$ cat config.mk
export PLATFORM = sky130hd
export DESIGN_NAME = hdr_queue
export DESIGN_NICKNAME = d
export VERILOG_FILES = /design/src/rtl/core/hdr_pkg.sv /design/src/rtl/core/hdr_queue.sv
export SDC_FILE = /design/constraint.sdc
export NUM_CORES = 1
export LEC_CHECK = 0
export BUFFER_PORTS_ARGS = -buffer_cell sky130_fd_sc_hd__buf_2
export CAP_MARGIN = 0
export CORE_MARGIN = 1.5
export CORE_UTILIZATION = 57
export CTS_CLUSTER_DIAMETER = 30
export DETAILED_ROUTE_END_ITERATION = 10
export PLACE_DENSITY_LB_ADDON = 0.08
export SYNTH_ARGS = -nofsm -noshare
export SYNTH_HDL_FRONTEND = slang
export SYNTH_SLANG_ARGS = --single-unit
$ cat constraint.sdc
create_clock -name clock -period 2.3 [get_ports clock]
set_input_delay 0.23 -clock clock [delete_from_list [all_inputs] [get_ports clock]]
set_output_delay 0.23 -clock clock [all_outputs]
set_load 0.1 [all_outputs]
$ cat src/rtl/core/hdr_pkg.sv
// hdr_pkg: shared types, codes and constants of the heading dead reckoning core
// no dependencies

package hdr_pkg;

   localparam int unsigned MAG_W = 24;
   localparam int unsigned POS_W = 32;
   localparam int unsigned HEAD_W = 17;
   localparam int unsigned TRIG_W = 32;
   localparam int unsigned ANG_W = 25;
   localparam int unsigned MAX_STEPS = 24;

   localparam int unsigned FULL_TURN = 92160;
   localparam int unsigned HALF_TURN = 46080;
   localparam int unsigned QUARTER_TURN = 23040;

   localparam logic signed [TRIG_W-1:0] CORDIC_GAIN = 32'sd652032874;

   localparam int unsigned QUEUE_DEPTH = 4;
   localparam int unsigned QPTR_W = 2;
   localparam int unsigned QCNT_W = 3;

   localparam logic [1:0] OP_RESTART = 2'd0;
   localparam logic [1:0] OP_ADVANCE = 2'd1;
   localparam logic [1:0] OP_TURN = 2'd2;
   localparam logic [1:0] OP_UNKNOWN = 2'd3;

   localparam logic [1:0] UNIT_METRE = 2'd0;
   localparam logic [1:0] UNIT_CENTIMETRE = 2'd1;

   typedef struct packed {
      logic [1:0] operation;
      logic signed [MAG_W-1:0] magnitude;
      logic [1:0] unit;
      logic [HEAD_W-1:0] heading;
   } cmd_type;

   typedef struct packed {
      logic [1:0] operation;
      logic [1:0] unit;
      logic neg;
   } ctl_type;

   // arctangent of 2^-i in degrees * 2^16
   function automatic logic [21:0] atan_entry(input logic [4:0] idx);
      logic [21:0] val;
      unique case (idx)
         5'd0: val = 22'd2949120;
         5'd1: val = 22'd1740967;
         5'd2: val = 22'd919879;
         5'd3: val = 22'd466945;
         5'd4: val = 22'd234379;
         5'd5: val = 22'd117304;
         5'd6: val = 22'd58666;
         5'd7: val = 22'd29335;
         5'd8: val = 22'd14668;
         5'd9: val = 22'd7334;
         5'd10: val = 22'd3667;
         5'd11: val = 22'd1833;
         5'd12: val = 22'd917;
         5'd13: val = 22'd458;
         5'd14: val = 22'd229;
         5'd15: val = 22'd115;
         5'd16: val = 22'd57;
         5'd17: val = 22'd29;
         5'd18: val = 22'd14;
         5'd19: val = 22'd7;
         5'd20: val = 22'd4;
         5'd21: val = 22'd2;
         5'd22: val = 22'd1;
         default: val = 22'd0;
      endcase
      return val;
   endfunction

endpackage

$ cat src/rtl/core/hdr_queue.sv
// hdr_queue: short command queue between the front and back parts
// depends on hdr_pkg

module hdr_queue (
   input  logic                 clock,
   input  logic                 reset,
   input  logic                 push_valid,
   input  hdr_pkg::cmd_type     push_cmd,
   output logic                 queue_full,
   input  logic                 pop,
   output hdr_pkg::cmd_type     head_cmd,
   output logic                 queue_empty
);
   import hdr_pkg::*;

   cmd_type               entry_ff [QUEUE_DEPTH];
   logic [QPTR_W-1:0]     wr_ptr_ff;
   logic [QPTR_W-1:0]     rd_ptr_ff;
   logic [QCNT_W-1:0]     count_ff;

   assign queue_full = (count_ff == QCNT_W'(QUEUE_DEPTH));
   assign queue_empty = (count_ff == '0);
   assign head_cmd = entry_ff[rd_ptr_ff];

   always_ff @(posedge clock) begin
      if (reset) begin
         wr_ptr_ff <= '0;
         rd_ptr_ff <= '0;
         count_ff <= '0;
      end else begin
         if (push_valid) begin
            wr_ptr_ff <= wr_ptr_ff + 1'b1;
         end
         if (pop) begin
            rd_ptr_ff <= rd_ptr_ff + 1'b1;
         end
         if (push_valid && !pop) begin
            count_ff <= count_ff + 1'b1;
         end else if (pop && !push_valid) begin
            count_ff <= count_ff - 1'b1;
         end
      end
   end

   always_ff @(posedge clock) begin
      if (push_valid) begin
         entry_ff[wr_ptr_ff] <= push_cmd;
      end
   end

endmodule

## Yosys cells after proc, flatten, opt, wreduce, memory -nomap -nowiden

Memories as Yosys holds them, arrays and structs flattened. A register that Yosys moved wholly into a read port is not among the register bits.
Cells that the tools add are included.

| storage, ports and cells | value |
|---|---|
| bits in registers | 7 |
| memory bits (writable) | 180 |
| output and inout bits | 47 |
| word-level logic and storage cells | 21 |
| memories kept | 1 |

| operators by class | value |
|---|---|
| $add $sub $neg | 4 |
| equality and inequality tests | 1 |
| mux-type cells | 6 |
| reduce and logical (&&, ||, !) cells | 6 |

Memories:

| name | words | width | read ports | clocked after Yosys merged registers in | write ports | RTL line | text |
|---|---|---|---|---|---|---|---|
| entry_ff | 4 | 45 | 1 | 1 | 1 | hdr_queue.sv:16 | `cmd_type entry_ff [QUEUE_DEPTH];` |

Operator list:

| operator | count |
|---|---|
| $mux 3 | 2 |
| $add 2x1->2 const B | 2 |
| $mux 2 | 2 |
| $add 3x1->3 const B | 1 |
| $eq 3x3->1 const B | 1 |
| $logic_not 3->1 | 1 |
| $sub 3x1->3 const B | 1 |
| $logic_and 1x1->1 | 2 |
| $logic_not 1->1 | 2 |
| $mux 1 | 2 |
| $reduce_bool 2->1 | 1 |

## Logic depth before layout (Yosys ltp)

| depth | value |
|---|---|
| word-level depth | 4 |
| mapped depth | 7 |
| gate-level depth less buffers | 7 |

## Least setup slack after synthesis

No wires, ideal clock.

| timing path | value |
|---|---|
| kind | reg-to-output |
| start point | register count_ff[1] |
| end point | output port queue_full |
| data arrival time | 2.552 ns |
| required time | 2.070 ns |
| setup slack | -0.482 ns |
| stages on the path, launching flop included | 2 |
| buffers on the path | 0 |
| cells stage by stage | dfxtp_1 > nor3b_1 |

| on the way | value |
|---|---|
| cells in the longest elaborated chain, start to end | 1 |

RTL lines:

| what | RTL line | text |
|---|---|---|
| start: declaration | hdr_queue.sv:19 | `logic [QCNT_W-1:0] count_ff;` |
| start signal: assignment | hdr_queue.sv:38 | `count_ff <= count_ff + 1'b1;` |
| start signal: assignment | hdr_queue.sv:40 | `count_ff <= count_ff - 1'b1;` |
| $eq 3x3->1 | hdr_queue.sv:21 | `assign queue_full = (count_ff == QCNT_W'(QUEUE_DEPTH));` |
| end: declaration | hdr_queue.sv:9 | `output logic queue_full,` |

Every way passes these cells.

==> impl_metrics.tcl <==
set metrics [dict create \
    ant_nets 0 \
    p_leak_uw 0.00287 \
    cts_inserted_buffers 17 \
    p_sw_uw 2490 \
    min-delay-path-class "in -> reg" \
    synth.avg_cell_area_sq_um 25.0 \
    finalHoldViolCount 0 \
    grt_usage 0.193 \
    worstPathArrival_ns 1.98 \
    grt-ovfl-total 0 \
    totalPowerFinal_uw 8490 \
    via_count 3179 \
    core_area_sq_um 12000 \
    synth_area_leaders "edfxtp_1 77%, mux4_2 13%, dfxtp_1 2.6%" \
    crit_chain "buf_12 -> mux4_1 -> buf_2" \
    p_comb_frac 0.194 \
    critical-path-slowest-cell "mux4_1" \
    clock-sinks 189 \
    grt_max_degree 37 \
    ir_drop_mv 0.705 \
    fin_skew_ns 0.00530 \
    ys_warn_count 0 \
    antenna_found_initial 1 \
    drive_gt1_frac 0.427 \
    final_common_cell "edfxtp_1" \
    crit_cells 3 \
    hpwl_um 6740 \
    cts-root-buf "clkbuf_16" \
    setup_viol 0 \
    p_seq_frac 0.471 \
    grt_pass1_vias 3237 \
    mostFrequentLayoutCells "180 x edfxtp_1, 95 x buf_2, 40 x mux4_2" \
    hold_ws_ns 0.0194 \
    tightest_slew_ns 0.509 \
    n_antenna_cell 0 \
    synth.distinct_cells 23 \
    clockBufferDepth 2 \
    required_ns 2.07 \
    syn_to_final_growth_pct 19.4 \
    fp.dieW_um 114 \
    syn_inst 279 \
    die_y_um 114 \
    cp-start-kind "flop" \
    nets 454 \
    whs_path_depth 1 \
    start_util 0.584 \
    drv_slew 0 \
    clkPwrFrac 0.335 \
    h-tree-depth 4 \
    reg2reg_depth 4 \
    path_delay_family "multiplexers" \
    path_clk_slew_ns 0.07 \
    ioPinCount 96 \
    port_buffers 95 \
    synth_top_area_frac 0.774 \
    worst_slack_ns 0.0942 \
    die-area_sq_um 12900 \
    wl_per_cell_um 20.3 \
    first_pass_iters 4 \
    tritoncts "done" \
    p_per_area_nw_per_um2 1020 \
    max_freq_ghz 0.453 \
    seq_area_frac_synth 0.800 \
    intPower_uw 6000 \
    path_max_fanout 31 \
    grt_pass1_wl_um 17800 \
    slowest_delay_ns 0.61 \
    detailedRoute.firstIterationViolations 187 \
    synth_largest_area_cell "edfxtp_1" \
    grt_setup_unrepaired "false" \
    std_cell_rows 40 \
    clock_latency_ns 0.42 \
    path_class "reg -> out" \
    routed_wl_um 11300 \
    worst_slew_margin_rel 0.663 \
    remaining_drc_errors 0 \
    swShare 0.294 \
    finalCritPeriodShare 0.959 \
    synth.cell_area_sq_um 6980 \
    synth_seq_cells 189 \
    synth_nets 334 \
    maxCapViolCount 0 \
    via_per_inst 5.69 \
    critPathCaptureType "primary output" \
    pre_cts_ws_ns 0.507 \
    fin_setup_tns_ns 0 \
    status "finished clean" \
    fin_crit_ns 2.21 \
    crit_buf_inv 2 \
    gp_congestion 0.712 \
]
layout make-up:
class                   instances  area (sq um)
clock inverters                14           150
flip-flops and latches        189          5590
well taps                     147           184
multi-input cells              75          1280
fillers                       731          3620
clock buffers                  18           429
repair buffers                112           692
inverters                       4          15.0
flip-flops by register name, indices dropped and copies added, names as in the netlist, named ones only:
name / flops
entry_ff: 180
count_ff: 3
wr_ptr_ff: 2
rd_ptr_ff: 2
kinds of logic (layout without fill, tap and decap cells):
group	after synthesis	after routing	synth area share
AO/OA/AOI/OAI	2	2	0.00143
XOR/XNOR	5	5	0.00627
adder cells (fa/ha/maj)	6	6	0.0118
buffers and inverters	15	148	0.0193
flip-flops	189	189	0.800
multiplexers	47	47	0.151
AND/OR/NAND/NOR	15	15	0.0106
worst reg2reg max path, stage by stage, from the launching register on:
cell and delay, ns:
dfxtp_1 0.35, inv_1 0.10, ha_1 0.14, and2_2 0.43, buf_12 0.30
metal layers:
metal,up-vias,part of all wire,global-route usage
met5,-,0.0011,0
met4,2,0.0080,0.0575
met3,9,0.051,0.0765
met2,89,0.50,0.297
met1,1661,0.44,0.262
li1,1418,-,-
stage by stage:
stage	instance area [sq um]	util	cells
floorplan	6990	-	279
global placement	7660	0.641	518
detailed placement	7660	0.641	518
CTS	8310	0.695	557
global route	8340	0.697	559
finish	8340	0.697	559
path summary, 6_finish.rpt:
check,start,endpoint,slack (ns)
worst min register to register,rd_ptr_ff[1],flop,0.55
worst max-delay path,flop,head_cmd[31],0.09
worst max register to register,wr_ptr_ff[0],entry_ff[0][25],0.67
worst min-delay path,push_cmd[38],entry_ff[1][38],0.02
Yosys cell counts:
cell and instances:
dfxtp_1 9, buf_6 1, nor3_1 1, mux4_2 40, edfxtp_1 180, a21oi_1 1
buf_2 4, nor3b_1 1, fa_1 1, and2_1 4, mux2i_1 2, buf_12 4
nor2_1 7, ha_1 5, xnor2_1 2, o21ai_0 1, xor2_1 3, or3_1 1
clkbuf_1 1, nand2_1 1, clkbuf_2 1, inv_1 4, mux4_1 5
power by group through the flow:
stage,clock network [uW],registers (uW),logic [uW]
after CTS,2910,4000,1660
after global routing,3060,4010,1710
after global placement,0,4060,1640
final,2850,4000,1650
after floorplan,0,4060,1390
after detailed placement,0,4070,1650
what timing repair did:
| action | in CTS | in global routing |
|---|---|---|
| gates resized for setup | 0 | 1 |
| setup endpoints to repair | 0 | 1 |
| setup buffers | 0 | 0 |
| hold buffers | 7 | 2 |
| hold endpoints to repair | 26 | 8 |
Note: power is estimated with default switching activity, not from simulation.
