## config.mk

```make
export PLATFORM = sky130hd
export DESIGN_NAME = hdr_front
export DESIGN_NICKNAME = d
export VERILOG_FILES = /design/src/rtl/core/hdr_pkg.sv /design/src/rtl/core/hdr_front.sv
export SDC_FILE = /design/constraint.sdc
export NUM_CORES = 1
export LEC_CHECK = 0
export BUFFER_PORTS_ARGS = -buffer_cell sky130_fd_sc_hd__buf_2
export CORE_UTILIZATION = 55
export CTS_BUF_LIST = sky130_fd_sc_hd__clkbuf_16
export CTS_CLUSTER_SIZE = 40
export DETAILED_ROUTE_END_ITERATION = 8
export PLACE_DENSITY_LB_ADDON = 0.2
export SYNTH_ARGS = -nofsm -noshare
export SYNTH_HDL_FRONTEND = slang
export SYNTH_SLANG_ARGS = --single-unit
```

## constraint.sdc

```tcl
create_clock -name clock -period 7.8 [get_ports clock]
set_clock_uncertainty 0.1 [all_clocks]
set_input_delay 0.39 -clock clock [delete_from_list [all_inputs] [get_ports clock]]
set_output_delay 0.39 -clock clock [all_outputs]
set_load 0.03 [all_outputs]
```

## src/rtl/core/hdr_pkg.sv

```systemverilog
// hdr_pkg: shared types, codes and constants of the heading dead reckoning core
// no dependencies

package hdr_pkg;

   localparam int unsigned MAG_W = 24;
   localparam int unsigned POS_W = 32;
   localparam int unsigned HEAD_W = 17;
   localparam int unsigned TRIG_W = 32;
   localparam int unsigned ANG_W = 25;
   localparam int unsigned MAX_STEPS = 24;

   localparam int unsigned FULL_TURN = 92160;
   localparam int unsigned HALF_TURN = 46080;
   localparam int unsigned QUARTER_TURN = 23040;

   localparam logic signed [TRIG_W-1:0] CORDIC_GAIN = 32'sd652032874;

   localparam int unsigned QUEUE_DEPTH = 4;
   localparam int unsigned QPTR_W = 2;
   localparam int unsigned QCNT_W = 3;

   localparam logic [1:0] OP_RESTART = 2'd0;
   localparam logic [1:0] OP_ADVANCE = 2'd1;
   localparam logic [1:0] OP_TURN = 2'd2;
   localparam logic [1:0] OP_UNKNOWN = 2'd3;

   localparam logic [1:0] UNIT_METRE = 2'd0;
   localparam logic [1:0] UNIT_CENTIMETRE = 2'd1;

   typedef struct packed {
      logic [1:0] operation;
      logic signed [MAG_W-1:0] magnitude;
      logic [1:0] unit;
      logic [HEAD_W-1:0] heading;
   } cmd_type;

   typedef struct packed {
      logic [1:0] operation;
      logic [1:0] unit;
      logic neg;
   } ctl_type;

   // arctangent of 2^-i in degrees * 2^16
   function automatic logic [21:0] atan_entry(input logic [4:0] idx);
      logic [21:0] val;
      unique case (idx)
         5'd0: val = 22'd2949120;
         5'd1: val = 22'd1740967;
         5'd2: val = 22'd919879;
         5'd3: val = 22'd466945;
         5'd4: val = 22'd234379;
         5'd5: val = 22'd117304;
         5'd6: val = 22'd58666;
         5'd7: val = 22'd29335;
         5'd8: val = 22'd14668;
         5'd9: val = 22'd7334;
         5'd10: val = 22'd3667;
         5'd11: val = 22'd1833;
         5'd12: val = 22'd917;
         5'd13: val = 22'd458;
         5'd14: val = 22'd229;
         5'd15: val = 22'd115;
         5'd16: val = 22'd57;
         5'd17: val = 22'd29;
         5'd18: val = 22'd14;
         5'd19: val = 22'd7;
         5'd20: val = 22'd4;
         5'd21: val = 22'd2;
         5'd22: val = 22'd1;
         default: val = 22'd0;
      endcase
      return val;
   endfunction

endpackage

```

## src/rtl/core/hdr_front.sv

```systemverilog
// hdr_front: accepts command items, reduces turn angles modulo a full turn
// and tracks the heading; depends on hdr_pkg

module hdr_front (
   input  logic                 clock,
   input  logic                 reset,
   input  logic                 req_valid,
   output logic                 req_stall,
   input  logic [1:0]           req_operation,
   input  logic signed [23:0]   req_magnitude,
   input  logic [1:0]           req_unit,
   output logic                 push_valid,
   output hdr_pkg::cmd_type     push_cmd,
   input  logic                 queue_full
);
   import hdr_pkg::*;

   localparam logic [14:0] RECIP_45 = 15'd23302;
   localparam logic [13:0] HI_OFFSET = 14'd4140;

   logic                     advance;
   logic                     s1_valid_ff;
   logic [1:0]               s1_op_ff;
   logic signed [MAG_W-1:0]  s1_mag_ff;
   logic [1:0]               s1_unit_ff;
   logic                     s2_valid_ff;
   logic [1:0]               s2_op_ff;
   logic signed [MAG_W-1:0]  s2_mag_ff;
   logic [1:0]               s2_unit_ff;
   logic [13:0]              s2_u_ff;
   logic [7:0]               s2_q_ff;
   logic                     s3_valid_ff;
   logic [1:0]               s3_op_ff;
   logic signed [MAG_W-1:0]  s3_mag_ff;
   logic [1:0]               s3_unit_ff;
   logic [HEAD_W-1:0]        s3_turn_ff;
   logic [HEAD_W-1:0]        heading_ff;
   logic [HEAD_W-1:0]        heading_in;
   logic [13:0]              s1_u;
   logic [28:0]              s1_prod;
   logic [13:0]              s2_q45;
   logic [13:0]              s2_rem;
   logic [17:0]              head_sum;
   logic [17:0]              head_wrap;

   assign advance = !s3_valid_ff || !queue_full;
   assign req_stall = !advance;

   // upper bits of the angle, offset by a multiple of 45 to stay positive
   assign s1_u = 14'({s1_mag_ff[23], s1_mag_ff[23:11]}) + HI_OFFSET;
   assign s1_prod = 29'(s1_u) * 29'(RECIP_45);

   assign s2_q45 = {1'b0, s2_q_ff, 5'b0} + {3'b0, s2_q_ff, 3'b0}
                 + {4'b0, s2_q_ff, 2'b0} + {6'b0, s2_q_ff};
   assign s2_rem = s2_u_ff - s2_q45;

   assign head_sum = {1'b0, heading_ff} + {1'b0, s3_turn_ff};
   assign head_wrap = (head_sum >= 18'(FULL_TURN)) ? head_sum - 18'(FULL_TURN) : head_sum;

   always_comb begin
      heading_in = heading_ff;
      if (push_valid) begin
         unique case (s3_op_ff)
            OP_RESTART: heading_in = '0;
            OP_TURN: heading_in = head_wrap[HEAD_W-1:0];
            OP_ADVANCE, OP_UNKNOWN: heading_in = heading_ff;
            default: heading_in = heading_ff;
         endcase
      end
   end

   assign push_valid = s3_valid_ff && !queue_full;
   assign push_cmd = '{operation: s3_op_ff, magnitude: s3_mag_ff, unit: s3_unit_ff,
                       heading: heading_ff};

   always_ff @(posedge clock) begin
      if (reset) begin
         s1_valid_ff <= 1'b0;
         s2_valid_ff <= 1'b0;
         s3_valid_ff <= 1'b0;
         heading_ff <= '0;
      end else begin
         heading_ff <= heading_in;
         if (advance) begin
            s1_valid_ff <= req_valid;
            s2_valid_ff <= s1_valid_ff;
            s3_valid_ff <= s2_valid_ff;
         end
      end
   end

   always_ff @(posedge clock) begin
      if (advance) begin
         s1_op_ff <= req_operation;
         s1_mag_ff <= req_magnitude;
         s1_unit_ff <= req_unit;
         s2_op_ff <= s1_op_ff;
         s2_mag_ff <= s1_mag_ff;
         s2_unit_ff <= s1_unit_ff;
         s2_u_ff <= s1_u;
         s2_q_ff <= s1_prod[27:20];
         s3_op_ff <= s2_op_ff;
         s3_mag_ff <= s2_mag_ff;
         s3_unit_ff <= s2_unit_ff;
         s3_turn_ff <= {s2_rem[5:0], s2_mag_ff[10:0]};
      end
   end

endmodule

```

Word-level counts from Yosys, hierarchy flattened. Index checks and enable logic that the tools add are counted.

Register bits after elaboration: 133. Input port bits: 32. Output and inout bits: 47. Word-level logic and storage cells: 39.

Add/sub/neg operators: 7. Multipliers: 1. Order comparisons: 1. Equal/unequal tests: 3. Multiplexer cells: 2. Bitwise gates (word level): 1. Reductions and logical operators: 8.

Operator list (number): $pmux 17 s2 (1); $mul 14x14->25 const B (1); $add 17x17->18 (1); $add 6x6->6 (3); $ge 18x17->1 const B (1); $mux 17 (1); $sub 17x17->17 const B (1); $add 14x13->14 const B (1); $sub 6x6->6 (1); $eq 2x2->1 const B (2); $logic_not 1->1 (3); $eq 2x1->1 const B (1); $logic_not 2->1 (1); $reduce_and 2->1 (1); $reduce_or 2->1 (1); $logic_and 1x1->1 (1); $logic_or 1x1->1 (1); $not 1->1 (1).

Logic depth before layout (Yosys ltp).
Depth after elaboration: 4. Depth in mapped cells: 25. Gate-level depth less buffers: 25.

Worst setup path before layout. Ideal clock, no wire load.

Kind: register -> register. Start: reg s1_mag_ff[13]. End: reg s2_q_ff[4], data pin. Library setup time: 0.258 ns. Data arrival time: 5.981 ns. Required time: 7.442 ns. Path slack: 1.461 ns. Cell stages (with the launch flop): 23. Path buffers: 0. Period minus slack after synthesis: 6.339 ns. Cells stage by stage: edfxtp_1 > inv_1 > ha_1 > inv_1 > a21oi_1 > xnor2_1 > ha_1 > inv_1 > fa_1 > inv_1 > fa_1 > fa_1 > fa_1 > ha_1 > ha_1 > a21o_1 > a21oi_1 > o311ai_0 > and3_1 > or4b_2 > a31o_2 > a21oi_1 > xnor2_1.

Longest elaborated chain between the ends: 2.

RTL lines: from (decl) (RTL line hdr_front.sv:24) `logic signed [MAG_W-1:0] s1_mag_ff;`; from (signal assigned) (RTL line hdr_front.sv:95) `s1_mag_ff <= req_magnitude;`; $add 14x13->14 (RTL line hdr_front.sv:50) `assign s1_u = 14'({s1_mag_ff[23], s1_mag_ff[23:11]}) + HI_OFFSET;`; net s1_u[2] (RTL line hdr_front.sv:39) `logic [13:0] s1_u;`; $mul 14x14->25 (RTL line hdr_front.sv:51) `assign s1_prod = 29'(s1_u) * 29'(RECIP_45);`; net s1_prod[24] (RTL line hdr_front.sv:40) `logic [28:0] s1_prod;`; to (signal assigned) (RTL line hdr_front.sv:101) `s2_q_ff <= s1_prod[27:20];`; to (decl) (RTL line hdr_front.sv:31) `logic [7:0] s2_q_ff;`.

The timed path passes the listed nets, and every way through them passes these cells. A chain may end at the register's enable or synchronous reset.

Worst setup path in the final report. Ends and elaborated chain as after synthesis.

==> flow_metrics.env <==
export IMPL_cp_arrival_ps=6950
export IMPL_die_x_um=124
export IMPL_cts_buffers=17
export IMPL_dr_pass1_iters=5
export IMPL_cts_buffer_depth=2
export IMPL_vias=5380
export IMPL_synth_avg_cell_area_sq_um=11.5
export IMPL_cts_sinks=120
export IMPL_cts_htree_levels=4
export IMPL_synth_fp_nets=903
export IMPL_hold_class="input port to flop"
export IMPL_dp_cells=959
export IMPL_rsz0062_at_grt="no"
export IMPL_final_nets=983
export IMPL_wirelength_mm=15.5
export IMPL_dieArea_sq_mm=0.0155
export IMPL_yosys_most_used_dff="edfxtp_1"
export IMPL_hold_viol=0
export IMPL_timing_slew_headroom_pct=30.0
export IMPL_finalCriticalPeriod_ps=6870
export IMPL_grt_max_degree=74
export IMPL_gr_total_overflow=0
export IMPL_worstPathRequired_ps=7880
export IMPL_critPathLaunchType="flop"
export IMPL_post_cts_resized=0
export IMPL_max_cap_violations=0
export IMPL_die_y_um=124
export IMPL_fmax_mhz=146
export IMPL_ios=79
export IMPL_async_flop_share_pct=0
export IMPL_clock_latency_ps=420
export IMPL_layoutNonFillerInstCount=991
export IMPL_routedWlPerCell_um=15.7
export IMPL_synth_seq_cells=120
export IMPL_layout_commonest_cell="inv_1"
export IMPL_grt_pass1_wl_mm=25.5
export IMPL_synthCells=714
export IMPL_crit_chain="inv_1, ha_1, inv_1, a21oi_1, xnor2_1, ha_1, inv_1, fa_1, inv_1, fa_1, fa_1, fa_1, ha_1, ha_1, a21o_1, a21oi_1, o311ai_0, and3_1, or4b_2, a31o_2, a21oi_1, xnor2_1"
export IMPL_powerDensity_mw_per_mm2=411
export IMPL_path_class="flop to flop"
export IMPL_p_total_w=0.00385
export IMPL_finalSetupViolations=0
export IMPL_r2r_start="s1_mag_ff[13]"
export IMPL_initial_core_util_pct=56.4
export IMPL_rows=44
export IMPL_hold_buffers=0
export IMPL_outcome="finished, final reports clean"
export IMPL_drtIter0Drc=291
export IMPL_drive_above_1_share_pct=15.2
export IMPL_tightest_slew_ps=1050
export IMPL_grt_use_total_pct=21.0
export IMPL_slew_violations=0
export IMPL_slowest_delay_ps=620
export IMPL_antenna_found_initial=0
export IMPL_ant_nets=0
export IMPL_syn_area_sq_mm=0.00824
export IMPL_vdd_ir_drop_worst_v=0.000291
export IMPL_synth_seq_area_share_pct=41.3
export IMPL_crit_start="s1_mag_ff[13]"
export IMPL_final_period_utilization_pct=88.1
export IMPL_critPathMaxFanout=6
export IMPL_worst_path_max_delay_cell="or4b_2"
export IMPL_diodes=0
export IMPL_layout_common_cells="inv_1, ha_1, edfxtp_1"
export IMPL_root_buffer="clkbuf_16"
export IMPL_cp_num_buf_inv=4
export IMPL_hold_start="req_magnitude[12]"
export IMPL_syn_to_final_growth_pct=13.8
export IMPL_synth_edff_count=100
export IMPL_port_buffers=78
export IMPL_gp_congestion=0.947
export IMPL_crit_family="adder cells"
export IMPL_vias_per_cell=5.43
export IMPL_hpwl_mm=12.2
export IMPL_core_sq_mm=0.0146
export IMPL_cp_end_kind="flop"
export IMPL_postCtsSetupRepairBufs=0
export IMPL_yosys_warnings=0
export IMPL_synthDistinctLibCells=59
export IMPL_grt_pass1_vias=5366
export IMPL_power_leakage_nw=4.47
export IMPL_path_clk_slew_ps=60
export IMPL_post_route_drc_count=0
export IMPL_setup_tns_ps=0
export IMPL_cts_tree="done"
[power breakdown]
part	internal, W	total (W)	switching, W	leakage (nW)
registers	0.000849	0.000889	0.0000393	1.21
logic	0.000979	0.00217	0.00119	2.97
clock network	0.000503	0.000793	0.000290	0.287
[worst reg2reg max path: cells and delay by family (launching register included)]
family | cells | cell delay, ps
buffers and inverters | 4 | 390
XOR/XNOR | 2 | 330
AO/OA/AOI/OAI | 6 | 1170
AND/OR/NAND/NOR | 2 | 870
adder cells (fa/ha/maj) | 8 | 3330
flip-flops | 1 | 450
[registers in the layout, indices dropped and copies added (netlist names), 2 cells and up]
register,cells
s3_mag_ff,24
heading_ff,17
s2_mag_ff,24
s3_turn_ff,6
s2_u_ff,4
s2_op_ff,2
s1_unit_ff,2
s3_unit_ff,2
s3_op_ff,2
s1_mag_ff,24
s2_q_ff,6
s1_op_ff,2
s2_unit_ff,2
[synth_stat cells (3+ instances only)]
library cell / count / area (sq um)
nor2_1: 32 / 120
dfxtp_1: 20 / 400
nor2b_1: 5 / 31.3
xnor2_1: 41 / 359
nand4_1: 6 / 37.5
a31oi_1: 3 / 18.8
o21a_1: 7 / 52.6
nand3b_1: 3 / 22.5
a21oi_1: 31 / 155
nand2b_1: 14 / 87.6
a21o_1: 12 / 90.1
inv_1: 113 / 424
ha_1: 113 / 1410
edfxtp_1: 100 / 3000
nand2_1: 32 / 120
nor3_1: 3 / 15.0
and2_1: 3 / 18.8
a22oi_1: 6 / 45.0
a211o_1: 4 / 35.0
nand3_1: 15 / 75.1
xor2_1: 23 / 201
clkbuf_1: 8 / 30.0
o21ai_0: 17 / 85.1
o2111ai_1: 3 / 26.3
fa_1: 44 / 881
buf_4: 11 / 82.6
mux2i_1: 5 / 50.1
[metrics by stage]
stage | hold slack, ps | instance area (sq um) | setup WS [ps] | utilization [%]
2_1_floorplan | 300 | 8240 | 1460 | -
5_1_grt | 21.4 | 9370 | 595 | 64.2
6_report | 35.8 | 9370 | 932 | 64.2
3_3_place_gp | 301 | 8770 | 1170 | 60.1
3_5_place_dp | 305 | 8770 | 927 | 60.1
4_1_cts | 24.8 | 9370 | 885 | 64.2
[routing by layer]
metal | share of wire (%) | global-route usage, %
met1 | 42 | 24.7
met2 | 53 | 37.4
met3 | 2.9 | 4.64
met4 | 2.1 | 7.37
met5 | 0 | 0
[cells by family (layout without fill, tap and decap cells)]
family | Yosys count | in the layout | synth area share (%)
adders and majority gates | 157 | 157 | 27.9
buffers and inverters | 133 | 226 | 6.58
and+or+nand+nor | 126 | 126 | 7.61
DFF | 120 | 120 | 41.3
AOI/OAI and AO/OA | 108 | 108 | 9.16
xor gates and xnor gates | 64 | 64 | 6.81
muxes | 5 | 5 | 0.608
other | 1 | 1 | 0.0455
[final cells by class]
class,count,area [sq um]
sequential,120,3400
timing repair buffer,81,413
clock inverter,15,178
tap,184,230
fill,1094,5220
clock buffer,17,425
multi-input combinational,461,4300
inverter,113,424
[path summary, 6_finish.rpt]
path | to | slack, ps | depth (start not counted)
max | s2_q_ff[4] | 930 | 22
min | s1_mag_ff[12] | 40 | 1
max reg2reg | s2_q_ff[4] | 930 | 22
min reg2reg | s3_mag_ff[4] | 310 | 0
Power figures use the tool's default switching activity.
